==> config.mk <==
export PLATFORM = sky130hd
export DESIGN_NAME = ll_sc_reader_writer_lock_engine
export DESIGN_NICKNAME = d
export VERILOG_FILES = /design/src/design/llsc_rwl_pkg.sv /design/src/design/ll_sc_reader_writer_lock_engine.sv /design/src/design/llsc_rwl_fifo.sv
export SDC_FILE = /design/constraint.sdc
export NUM_CORES = 2
export LEC_CHECK = 0
export BUFFER_PORTS_ARGS = -buffer_cell sky130_fd_sc_hd__buf_4
export CAP_MARGIN = 10
export CORE_ASPECT_RATIO = 1.75
export CORE_MARGIN = 10
export CORE_UTILIZATION = 64
export CTS_CLUSTER_SIZE = 16
export DETAILED_ROUTE_END_ITERATION = 16
export PLACE_DENSITY = 0.83
export RECOVER_POWER = 50
export SYNTH_ARGS = -nofsm -noshare
export SYNTH_HDL_FRONTEND = slang
export SYNTH_SLANG_ARGS = --single-unit
==> constraint.sdc <==
create_clock -name clk_i -period 26.2 [get_ports clk_i]
set_input_delay 2.62 -clock clk_i [delete_from_list [all_inputs] [get_ports clk_i]]
set_output_delay 2.62 -clock clk_i [all_outputs]
set_load 0.02 [all_outputs]
==> src/design/llsc_rwl_pkg.sv <==
// Shared types and constants for the LL/SC reader/writer lock engine.
// Holds the payload structs, code enums and stack sizing.
// Depends on nothing; every design file refers to it by scoped names.
package llsc_rwl_pkg;

  localparam int MaxHeld = 16;
  localparam int CntW    = $clog2(MaxHeld + 1);
  localparam int IdxW    = (MaxHeld > 1) ? $clog2(MaxHeld) : 1;
  localparam int CfgIdxW = 2;

  localparam logic [63:0] ExclBit     = 64'h8000_0000_0000_0000;
  localparam logic [63:0] SharedFull  = 64'h7FFF_FFFF_FFFF_FFFF;
  localparam logic [15:0] WordBytes   = 16'd8;

  typedef enum logic [1:0] {
    FuncAcquire = 2'd0,
    FuncLlResp  = 2'd1,
    FuncScResp  = 2'd2,
    FuncRelease = 2'd3
  } func_e;

  typedef enum logic [2:0] {
    KindLl    = 3'd0,
    KindSc    = 3'd1,
    KindRead  = 3'd2,
    KindWrite = 3'd3,
    KindNone  = 3'd4
  } kind_e;

  typedef enum logic [2:0] {
    StPending   = 3'd0,
    StAcquired  = 3'd1,
    StReleased  = 3'd2,
    StRestart   = 3'd3,
    StBadPhase  = 3'd4,
    StBadShared = 3'd5,
    StOverflow  = 3'd6
  } status_e;

  typedef enum logic [2:0] {
    PhIdle  = 3'd0,
    PhAcqLl = 3'd1,
    PhAcqSc = 3'd2,
    PhRelLl = 3'd3,
    PhRelSc = 3'd4
  } phase_e;

  typedef enum logic [CfgIdxW-1:0] {
    CfgNodeId      = 2'd0,
    CfgHeaderBytes = 2'd1,
    CfgNodeBytes   = 2'd2,
    CfgRestartAddr = 2'd3
  } cfg_idx_e;

  typedef struct packed {
    logic [1:0]  func;
    logic [63:0] lock_address;
    logic        want_exclusive;
    logic [63:0] response_data;
    logic        store_failed;
    logic        restart_after;
  } in_t;

  typedef struct packed {
    logic [2:0]  req_kind;
    logic [63:0] req_address;
    logic [15:0] req_bytes;
    logic [63:0] req_data;
    logic [2:0]  status;
    logic        mismatch_warning;
    logic [31:0] attempts;
  } out_t;

endpackage

==> src/design/ll_sc_reader_writer_lock_engine.sv <==
// Top level of the LL/SC reader/writer lock engine: input register, step logic,
// lock stack and configuration registers. Uses llsc_rwl_pkg and llsc_rwl_fifo.
//
// Every transfer on the input channel produces exactly one result transfer. An item is
// taken into an input register, evaluated against the engine state and written into a
// two-entry result buffer, so the engine accepts one item per cycle while that buffer has
// room; a result is offered once it has passed the input register and been written into
// the result buffer. The cost of one item is set by a single pass through the step logic
// and one read of the 16-entry lock stack. While the output is stalled the engine still
// takes up to three more items before it deasserts ready. Configuration writes are
// always ready and should be issued only while no operation is in flight.
module ll_sc_reader_writer_lock_engine (
  input  logic                                 clk_i,
  input  logic                                 rst_ni,
  input  logic                                 in_valid_i,
  output logic                                 in_ready_o,
  input  llsc_rwl_pkg::in_t                    in_data_i,
  output logic                                 out_valid_o,
  input  logic                                 out_ready_i,
  output llsc_rwl_pkg::out_t                   out_data_o,
  input  logic                                 cfg_valid_i,
  output logic                                 cfg_ready_o,
  input  logic [llsc_rwl_pkg::CfgIdxW-1:0]     cfg_index_i,
  input  logic [63:0]                          cfg_data_i
);

  typedef logic [llsc_rwl_pkg::CntW-1:0] cnt_t;
  typedef logic [llsc_rwl_pkg::IdxW-1:0] idx_t;

  // Configuration.
  logic [31:0] node_id_q;
  logic [6:0]  header_bytes_q;
  logic [15:0] node_bytes_q;
  logic [63:0] restart_addr_q;

  // Input register.
  logic              s1_valid_q, s1_valid_d;
  llsc_rwl_pkg::in_t s1_data_q;
  logic              s1_go;
  logic              fifo_room;

  // Engine state.
  llsc_rwl_pkg::phase_e phase_q, phase_d;
  cnt_t        held_cnt_q, held_cnt_d;
  cnt_t        rel_pos_q, rel_pos_d;
  logic [63:0] tgt_addr_q, tgt_addr_d;
  logic        tgt_excl_q, tgt_excl_d;
  logic [31:0] attempt_q, attempt_d;
  logic        restart_q, restart_d;

  logic [63:0] held_addr_q [llsc_rwl_pkg::MaxHeld];
  logic        held_excl_q [llsc_rwl_pkg::MaxHeld];
  logic        push_en;

  cnt_t        rd_pos;
  cnt_t        rd_pos_m1;
  idx_t        rd_idx;
  logic [63:0] rd_addr;
  logic        rd_excl;

  llsc_rwl_pkg::out_t res;

  assign cfg_ready_o = 1'b1;
  assign s1_go       = s1_valid_q && fifo_room;
  assign in_ready_o  = !s1_valid_q || s1_go;

  always_comb begin
    s1_valid_d = s1_valid_q;
    if (in_valid_i && in_ready_o) begin
      s1_valid_d = 1'b1;
    end else if (s1_go) begin
      s1_valid_d = 1'b0;
    end
  end

  // Stack read position, as the step will see it after any pop.
  always_comb begin
    rd_pos = rel_pos_q;
    if (s1_data_q.func == llsc_rwl_pkg::FuncRelease && phase_q == llsc_rwl_pkg::PhIdle) begin
      rd_pos = held_cnt_q;
    end else if (s1_data_q.func == llsc_rwl_pkg::FuncScResp
                 && phase_q == llsc_rwl_pkg::PhRelSc && !s1_data_q.store_failed
                 && rel_pos_q != '0) begin
      rd_pos = rel_pos_q - cnt_t'(1);
    end
    rd_pos_m1 = rd_pos - cnt_t'(1);
    rd_idx    = (rd_pos == '0) ? '0 : rd_pos_m1[llsc_rwl_pkg::IdxW-1:0];
    rd_addr   = held_addr_q[rd_idx];
    rd_excl   = held_excl_q[rd_idx];
  end

  always_comb begin
    logic [63:0] ours;
    logic [63:0] w;
    logic [31:0] att_inc;
    logic        shared_ok;
    ours      = llsc_rwl_pkg::ExclBit | {32'd0, node_id_q};
    w         = s1_data_q.response_data;
    att_inc   = (attempt_q == 32'hFFFF_FFFF) ? attempt_q : attempt_q + 32'd1;
    shared_ok = !w[63] && !tgt_excl_q && (w != llsc_rwl_pkg::SharedFull);

    phase_d    = phase_q;
    held_cnt_d = held_cnt_q;
    rel_pos_d  = rel_pos_q;
    tgt_addr_d = tgt_addr_q;
    tgt_excl_d = tgt_excl_q;
    attempt_d  = attempt_q;
    restart_d  = restart_q;
    push_en    = 1'b0;

    res.req_kind         = llsc_rwl_pkg::KindNone;
    res.req_address      = '0;
    res.req_bytes        = '0;
    res.req_data         = '0;
    res.status           = llsc_rwl_pkg::StPending;
    res.mismatch_warning = 1'b0;
    res.attempts         = attempt_q;

    unique case (s1_data_q.func)
      llsc_rwl_pkg::FuncAcquire: begin
        if (phase_q != llsc_rwl_pkg::PhIdle) begin
          res.status = llsc_rwl_pkg::StBadPhase;
        end else if (held_cnt_q >= cnt_t'(llsc_rwl_pkg::MaxHeld)) begin
          res.status = llsc_rwl_pkg::StOverflow;
        end else begin
          tgt_addr_d      = s1_data_q.lock_address;
          tgt_excl_d      = s1_data_q.want_exclusive;
          attempt_d       = 32'd1;
          phase_d         = llsc_rwl_pkg::PhAcqLl;
          res.req_kind    = llsc_rwl_pkg::KindLl;
          res.req_address = s1_data_q.lock_address;
          res.req_bytes   = {9'd0, header_bytes_q};
          res.attempts    = 32'd1;
        end
      end
      llsc_rwl_pkg::FuncLlResp: begin
        if (phase_q == llsc_rwl_pkg::PhAcqLl) begin
          if (w == '0 || shared_ok) begin
            phase_d         = llsc_rwl_pkg::PhAcqSc;
            res.req_kind    = llsc_rwl_pkg::KindSc;
            res.req_address = tgt_addr_q;
            res.req_bytes   = llsc_rwl_pkg::WordBytes;
            res.req_data    = tgt_excl_q ? ours : w + 64'd1;
          end else if (tgt_excl_q && w == ours) begin
            attempt_d       = '0;
            phase_d         = llsc_rwl_pkg::PhIdle;
            res.req_kind    = llsc_rwl_pkg::KindRead;
            res.req_address = tgt_addr_q + {57'd0, header_bytes_q};
            res.req_bytes   = node_bytes_q;
            res.status      = llsc_rwl_pkg::StAcquired;
          end else begin
            attempt_d       = att_inc;
            res.req_kind    = llsc_rwl_pkg::KindLl;
            res.req_address = tgt_addr_q;
            res.req_bytes   = {9'd0, header_bytes_q};
            res.attempts    = att_inc;
          end
        end else if (phase_q == llsc_rwl_pkg::PhRelLl) begin
          if (!rd_excl && (w == '0 || w[63])) begin
            res.status = llsc_rwl_pkg::StBadShared;
          end else begin
            phase_d              = llsc_rwl_pkg::PhRelSc;
            res.req_kind         = llsc_rwl_pkg::KindSc;
            res.req_address      = rd_addr;
            res.req_bytes        = llsc_rwl_pkg::WordBytes;
            res.req_data         = rd_excl ? '0 : w - 64'd1;
            res.mismatch_warning = rd_excl && (w != ours);
          end
        end else begin
          res.status = llsc_rwl_pkg::StBadPhase;
        end
      end
      llsc_rwl_pkg::FuncScResp: begin
        if (phase_q == llsc_rwl_pkg::PhAcqSc) begin
          if (s1_data_q.store_failed) begin
            attempt_d       = att_inc;
            phase_d         = llsc_rwl_pkg::PhAcqLl;
            res.req_kind    = llsc_rwl_pkg::KindLl;
            res.req_address = tgt_addr_q;
            res.req_bytes   = {9'd0, header_bytes_q};
            res.attempts    = att_inc;
          end else begin
            if (held_cnt_q < cnt_t'(llsc_rwl_pkg::MaxHeld)) begin
              push_en    = 1'b1;
              held_cnt_d = held_cnt_q + cnt_t'(1);
            end
            attempt_d       = '0;
            phase_d         = llsc_rwl_pkg::PhIdle;
            res.req_kind    = llsc_rwl_pkg::KindRead;
            res.req_address = tgt_addr_q + {57'd0, header_bytes_q};
            res.req_bytes   = node_bytes_q;
            res.status      = llsc_rwl_pkg::StAcquired;
          end
        end else if (phase_q == llsc_rwl_pkg::PhRelSc) begin
          rel_pos_d = rd_pos;
          if (s1_data_q.store_failed || rd_pos != '0) begin
            phase_d         = llsc_rwl_pkg::PhRelLl;
            res.req_kind    = llsc_rwl_pkg::KindLl;
            res.req_address = rd_addr;
            res.req_bytes   = {9'd0, header_bytes_q};
          end else begin
            held_cnt_d = '0;
            phase_d    = llsc_rwl_pkg::PhIdle;
            if (restart_q) begin
              restart_d       = 1'b0;
              res.req_kind    = llsc_rwl_pkg::KindWrite;
              res.req_address = restart_addr_q;
              res.req_bytes   = llsc_rwl_pkg::WordBytes;
              res.status      = llsc_rwl_pkg::StRestart;
            end else begin
              res.status = llsc_rwl_pkg::StReleased;
            end
          end
        end else begin
          res.status = llsc_rwl_pkg::StBadPhase;
        end
      end
      llsc_rwl_pkg::FuncRelease: begin
        if (phase_q != llsc_rwl_pkg::PhIdle) begin
          res.status = llsc_rwl_pkg::StBadPhase;
        end else if (held_cnt_q == '0) begin
          res.status = llsc_rwl_pkg::StReleased;
        end else begin
          restart_d       = s1_data_q.restart_after;
          rel_pos_d       = held_cnt_q;
          phase_d         = llsc_rwl_pkg::PhRelLl;
          res.req_kind    = llsc_rwl_pkg::KindLl;
          res.req_address = rd_addr;
          res.req_bytes   = {9'd0, header_bytes_q};
        end
      end
      default: begin
        res.status = llsc_rwl_pkg::StBadPhase;
      end
    endcase

    // A bad phase or an invalid shared release ends the whole operation.
    if (res.status == llsc_rwl_pkg::StBadPhase || res.status == llsc_rwl_pkg::StBadShared) begin
      phase_d      = llsc_rwl_pkg::PhIdle;
      held_cnt_d   = '0;
      rel_pos_d    = '0;
      restart_d    = 1'b0;
      attempt_d    = '0;
      res.attempts = '0;
    end
  end

  always_ff @(posedge clk_i or negedge rst_ni) begin
    if (!rst_ni) begin
      node_id_q      <= '0;
      header_bytes_q <= 7'd8;
      node_bytes_q   <= 16'd256;
      restart_addr_q <= '0;
    end else if (cfg_valid_i && cfg_ready_o) begin
      unique case (cfg_index_i)
        llsc_rwl_pkg::CfgNodeId:      node_id_q      <= cfg_data_i[31:0];
        llsc_rwl_pkg::CfgHeaderBytes: header_bytes_q <= cfg_data_i[6:0];
        llsc_rwl_pkg::CfgNodeBytes:   node_bytes_q   <= cfg_data_i[15:0];
        llsc_rwl_pkg::CfgRestartAddr: restart_addr_q <= cfg_data_i;
        default:                      node_id_q      <= node_id_q;
      endcase
    end
  end

  always_ff @(posedge clk_i or negedge rst_ni) begin
    if (!rst_ni) begin
      s1_valid_q <= 1'b0;
      phase_q    <= llsc_rwl_pkg::PhIdle;
      held_cnt_q <= '0;
      rel_pos_q  <= '0;
      tgt_addr_q <= '0;
      tgt_excl_q <= 1'b0;
      attempt_q  <= '0;
      restart_q  <= 1'b0;
    end else begin
      s1_valid_q <= s1_valid_d;
      if (s1_go) begin
        phase_q    <= phase_d;
        held_cnt_q <= held_cnt_d;
        rel_pos_q  <= rel_pos_d;
        tgt_addr_q <= tgt_addr_d;
        tgt_excl_q <= tgt_excl_d;
        attempt_q  <= attempt_d;
        restart_q  <= restart_d;
      end
    end
  end

  always_ff @(posedge clk_i) begin
    if (in_valid_i && in_ready_o) begin
      s1_data_q <= in_data_i;
    end
    if (s1_go && push_en) begin
      held_addr_q[held_cnt_q[llsc_rwl_pkg::IdxW-1:0]] <= tgt_addr_q;
      held_excl_q[held_cnt_q[llsc_rwl_pkg::IdxW-1:0]] <= tgt_excl_q;
    end
  end

  llsc_rwl_fifo u_fifo (
    .clk_i       (clk_i),
    .rst_ni      (rst_ni),
    .push_i      (s1_go),
    .push_data_i (res),
    .room_o      (fifo_room),
    .out_valid_o (out_valid_o),
    .out_ready_i (out_ready_i),
    .out_data_o  (out_data_o)
  );

  a_held_bound: assert property (@(posedge clk_i) disable iff (!rst_ni)
    held_cnt_q <= cnt_t'(llsc_rwl_pkg::MaxHeld))
    else $error("lock stack count exceeds its depth");

  a_rel_below_held: assert property (@(posedge clk_i) disable iff (!rst_ni)
    rel_pos_q <= held_cnt_q)
    else $error("release position beyond the lock stack");

  a_release_nonempty: assert property (@(posedge clk_i) disable iff (!rst_ni)
    (phase_q == llsc_rwl_pkg::PhRelLl || phase_q == llsc_rwl_pkg::PhRelSc)
    |-> rel_pos_q != '0)
    else $error("release in progress with nothing left to release");

  a_acquired_reads: assert property (@(posedge clk_i) disable iff (!rst_ni)
    (s1_go && res.status == llsc_rwl_pkg::StAcquired)
    |=> phase_q == llsc_rwl_pkg::PhIdle && attempt_q == '0)
    else $error("acquire completed without returning to idle");

endmodule

==> src/design/llsc_rwl_fifo.sv <==
// Two-entry result buffer between the lock engine and its output channel.
// Uses llsc_rwl_pkg::out_t as the entry type.
module llsc_rwl_fifo (
  input  logic               clk_i,
  input  logic               rst_ni,
  input  logic               push_i,
  input  llsc_rwl_pkg::out_t push_data_i,
  output logic               room_o,
  output logic               out_valid_o,
  input  logic               out_ready_i,
  output llsc_rwl_pkg::out_t out_data_o
);

  llsc_rwl_pkg::out_t mem_q [2];
  logic       wr_ptr_q, wr_ptr_d;
  logic       rd_ptr_q, rd_ptr_d;
  logic [1:0] cnt_q, cnt_d;
  logic       pop;

  assign pop         = out_valid_o && out_ready_i;
  assign out_valid_o = (cnt_q != 2'd0);
  assign out_data_o  = mem_q[rd_ptr_q];
  assign room_o      = (cnt_q != 2'd2);

  always_comb begin
    wr_ptr_d = push_i ? ~wr_ptr_q : wr_ptr_q;
    rd_ptr_d = pop ? ~rd_ptr_q : rd_ptr_q;
    cnt_d    = cnt_q + {1'b0, push_i} - {1'b0, pop};
  end

  always_ff @(posedge clk_i or negedge rst_ni) begin
    if (!rst_ni) begin
      wr_ptr_q <= 1'b0;
      rd_ptr_q <= 1'b0;
      cnt_q    <= 2'd0;
    end else begin
      wr_ptr_q <= wr_ptr_d;
      rd_ptr_q <= rd_ptr_d;
      cnt_q    <= cnt_d;
    end
  end

  always_ff @(posedge clk_i) begin
    if (push_i) begin
      mem_q[wr_ptr_q] <= push_data_i;
    end
  end

endmodule

==> impl_results.md <==
* Status: finished with violations
* Failing checks: capacitance limit, slew limit
* Post-synthesis sequential area ratio at 65.7%
* DR vias at 58300
* Sw Ratio at 40.3%
* Initial core utilization at 64.5%
* Fmax at 86.8 MHz
* Via/cell ratio at 7.32
* Hpwl dp at 172 mm
* I/O pin count at 390
* Area contributors post-synth: edfxtp_1 58%, dfrtp_1 7.4%, mux2_2 5.5%, nand2_1 3.1%, a221oi_1 3.1%
* TNS Setup at 0 ps
* Ratio of cells with drive above 1 in the final layout at 18.6%
* Clk root buf: clkbuf_16
* Area share of the largest cell type after synthesis at 58.3%
* Hold Vio Cnt, Final at 0
* R2R Setup Slk at 14680 ps
* PD cells at 119 nW/um^2
* DR pass1 iterations at 10
* First-iteration detailed-routing DRC count at 9695
* Final setup fails at 0
* Port Buf Inserts at 388
* Die width at 286 um
* H-tree depth at 4
* Final GP Congestion at 1.00
* FP Rows at 170
* Pin count of the biggest net entering global routing at 195
* Worst reg2reg path depth at 6
* Fin nets at 6425
* Worst Hold Class: flop to flop
* CTS tree: built
* Crit path launch type: flop
* Hold Path Depth at 1
* Main synth FF type: edfxtp_1
* Combinational share of power at 38.1%
* DIE AREA at 139000 um^2
* CP max stage cell: clkbuf_1
* Pre-CTS WS at 18600 ps
* PostCTS Resize Cnt at 0
* Post-CTS Setup Bufs at 0
* CP max stage delay at 5450 ps
* CTS clk-pin slew, worst paths at 70 ps
* Flop pwr share at 40.0%
* Max-cap violations at 14
* Yosys reg bits at 1774
* Initial antenna violation count at 19
* First-pass GRT wire length at 386 mm
* Final worst-path cycle share at 44.0%
* CTS Hold Bufs at 0
* Clk_skew at 33.3 ps
* Leakage power at 30.2 nW
* Slew HR at -426%
* Critical Path, Cell by Cell: nand2_1 > nand2_1 > clkbuf_1 > nor2_1 > clkbuf_1 > clkbuf_1
* Clock latency reported for the late side of the worst-skew pair at 810 ps
* Async set-reset flop share out of synthesis at 13.2%
* Setup ws final at 14680 ps
* Max Buffers Root-to-Sink at 3
* Die H at 486 um
* Synthesized instance count at 5981
* Fill cell count at 7974
* Clock power frac at 21.9%
* DRT Wirelength at 271 mm
* Critical path class: flop to flop
* Number of global-route vias before repair at 55800
* Pins Over Slew Limit at 692
* Critical Path Fanout Max at 115
* Warnings, synthesis at 0
* Worst EP required at 26530 ps
* Distinct cells, synth at 107
* Leading area contributor after synthesis: edfxtp_1
* # DRC at 0
* Tot GR Track Use at 38.1%
* FF-to-FF End: u_fifo.mem_q[0][146]$_DFFE_PP_
* Number of enable flip-flop cells after synthesis at 1539
* Minimum clock period at 11520 ps
* Mapped Area at 79300 um^2
* Synth-to-layout area growth at 11.5%
* Syn avg cell area at 13.3 um^2
* Sink Count at 1774
* Wire per inst at 34.0 um
* Synth cell count leaders: 1539 x edfxtp_1, 656 x nand2_1, 389 x mux2_2
* Hold Crit Start: node_bytes_q[11]$_DFFE_PN0P_
* ANT nets after route at 0
* Global route total overflow at 0
* CP most frequent cell: clkbuf_1
* Most frequent cell after synthesis: edfxtp_1
* Unrepaired setup endpoints after global routing: no
* CTS Buf Count at 151
* Worst-Margin Slew at 7890 ps
* Worst Setup End Kind: flop
* Worst path arrival time at 11840 ps
* Hold Path Sink: node_bytes_q[11]$_DFFE_PN0P_
* Core Area at 123000 um^2
* FF-to-FF Start: u_fifo.cnt_q[1]$_DFF_PN0_
* Psw at 4.24 mW
* Synthesized Nets at 6209
* Power Internal at 6.28 mW
* Peak supply drop at 0.122 mV
==> layout make-up <==
type	instances	area (um^2)	area share (%)
Inverter	55	211	0.239
Tap cell	1634	2040	2.31
Clock inverter	78	838	0.948
Timing Repair Buffer	517	3710	4.20
Sequential cell	1774	52100	58.9
Clock buffer	202	4160	4.70
Antenna cell	11	27.5	0.0311
Multi-Input combinational cell	3698	25300	28.6
==> cell usage in the layout, fill, tap and decap left out, drive strengths merged, types with 16 or more instances in the layout <==
master  instances
a211oi         17
a21boi         16
a21o           17
a21oi         223
a221o          35
a221oi        280
a22o           27
a22oi          22
a31oi          32
a32oi          24
and2           43
and3           57
and4           24
buf           360
clkbuf        359
clkinv         47
dfrtp         233
edfxtp       1539
ha             23
inv            64
mux2          389
mux2i         160
nand2         657
nand2b         19
nand3         295
nand4          60
nor2          252
nor3          148
nor4           64
o211ai         29
o21ai         201
o221ai         26
o22ai          60
or3            38
or4            19
xnor2         104
xor2          103
==> state kept, by name (all words and copies together), names as in the netlist <==
signal / flops
s1_valid_q: 1
node_id_q: 32
restart_addr_q: 64
u_fifo.mem_q: 366
tgt_excl_q: 1
tgt_addr_q: 64
restart_q: 1
s1_data_q: 133
header_bytes_q: 7
u_fifo.rd_ptr_q: 1
rel_pos_q: 5
u_fifo.cnt_q: 2
phase_q: 3
held_addr_q: 1024
u_fifo.wr_ptr_q: 1
attempt_q: 32
held_cnt_q: 5
held_excl_q: 16
node_bytes_q: 16
==> routing by layer <==
layer	global-route usage, %	up-vias	part of all wire (%)
met3	11.5	1256	14
met2	59.5	5263	46
li1	-	23600	-
met1	44.9	28200	31
met5	0	-	0.10
met4	26.4	18	8.6
==> per-stage QoR <==
step	cell area (um^2)	instances	util (%)	hold WS, ps	power [mW]
finish	88400	7969	71.9	499	10.5
global route	88400	7961	71.9	515	10.8
CTS	88600	7958	72.1	500	10.3
detailed placement	83700	7678	68.0	476	8.05
global placement	83700	7678	68.0	468	7.93
floorplan	79300	5981	-	455	6.52
==> worst max path at each step <==
| stage | from | end | slack, ps |
|---|---|---|---|
| final | u_fifo.cnt_q[1]$_DFF_PN0_ | u_fifo.mem_q[0][146]$_DFFE_PP_ | 14680 |
| after global placement | s1_data_q[131]$_DFFE_PP_ | u_fifo.mem_q[0][129]$_DFFE_PP_ | 18770 |
| after CTS | s1_data_q[132]$_DFFE_PP_ | u_fifo.mem_q[1][129]$_DFFE_PP_ | 18560 |
| after global routing | u_fifo.cnt_q[0]$_DFF_PN0_ | u_fifo.mem_q[0][149]$_DFFE_PP_ | 14240 |
| after floorplan | s1_data_q[131]$_DFFE_PP_ | held_addr_q[3][0]$_DFFE_PP_ | 16490 |
| after detailed placement | s1_data_q[132]$_DFFE_PP_ | u_fifo.mem_q[0][129]$_DFFE_PP_ | 18600 |
==> logic make-up (layout without fill, tap and decap cells) <==
group / count (synthesis) / in the layout / synth area share [%]
AOI/OAI and AO/OA: 1179 / 1179 / 10.8
adders and majority gates: 24 / 24 / 0.388
and+or+nand+nor: 1734 / 1734 / 10.4
other: 1 / 12 / 0.00473
xor gates and xnor gates: 207 / 207 / 2.29
DFF: 1774 / 1774 / 65.7
buffers and inverters: 509 / 852 / 2.68
muxes: 553 / 553 / 7.66
==> critical path, delay by kind of cell (launching register included) <==
family | cells | cell delay (ps)
buffers and inverters | 3 | 8930
flip-flops | 1 | 410
AND/OR/NAND/NOR | 3 | 1510
==> power by group through the flow <==
| stage | registers (mW) | logic (mW) | clock network (mW) |
|---|---|---|---|
| global route | 4.23 | 4.15 | 2.41 |
| floorplan | 4.03 | 2.49 | 0 |
| detailed placement | 4.20 | 3.85 | 0 |
| finish | 4.21 | 4.01 | 2.30 |
| CTS | 4.14 | 3.89 | 2.30 |
| global placement | 4.17 | 3.76 | 0 |
Power figures use the tool's default switching activity.
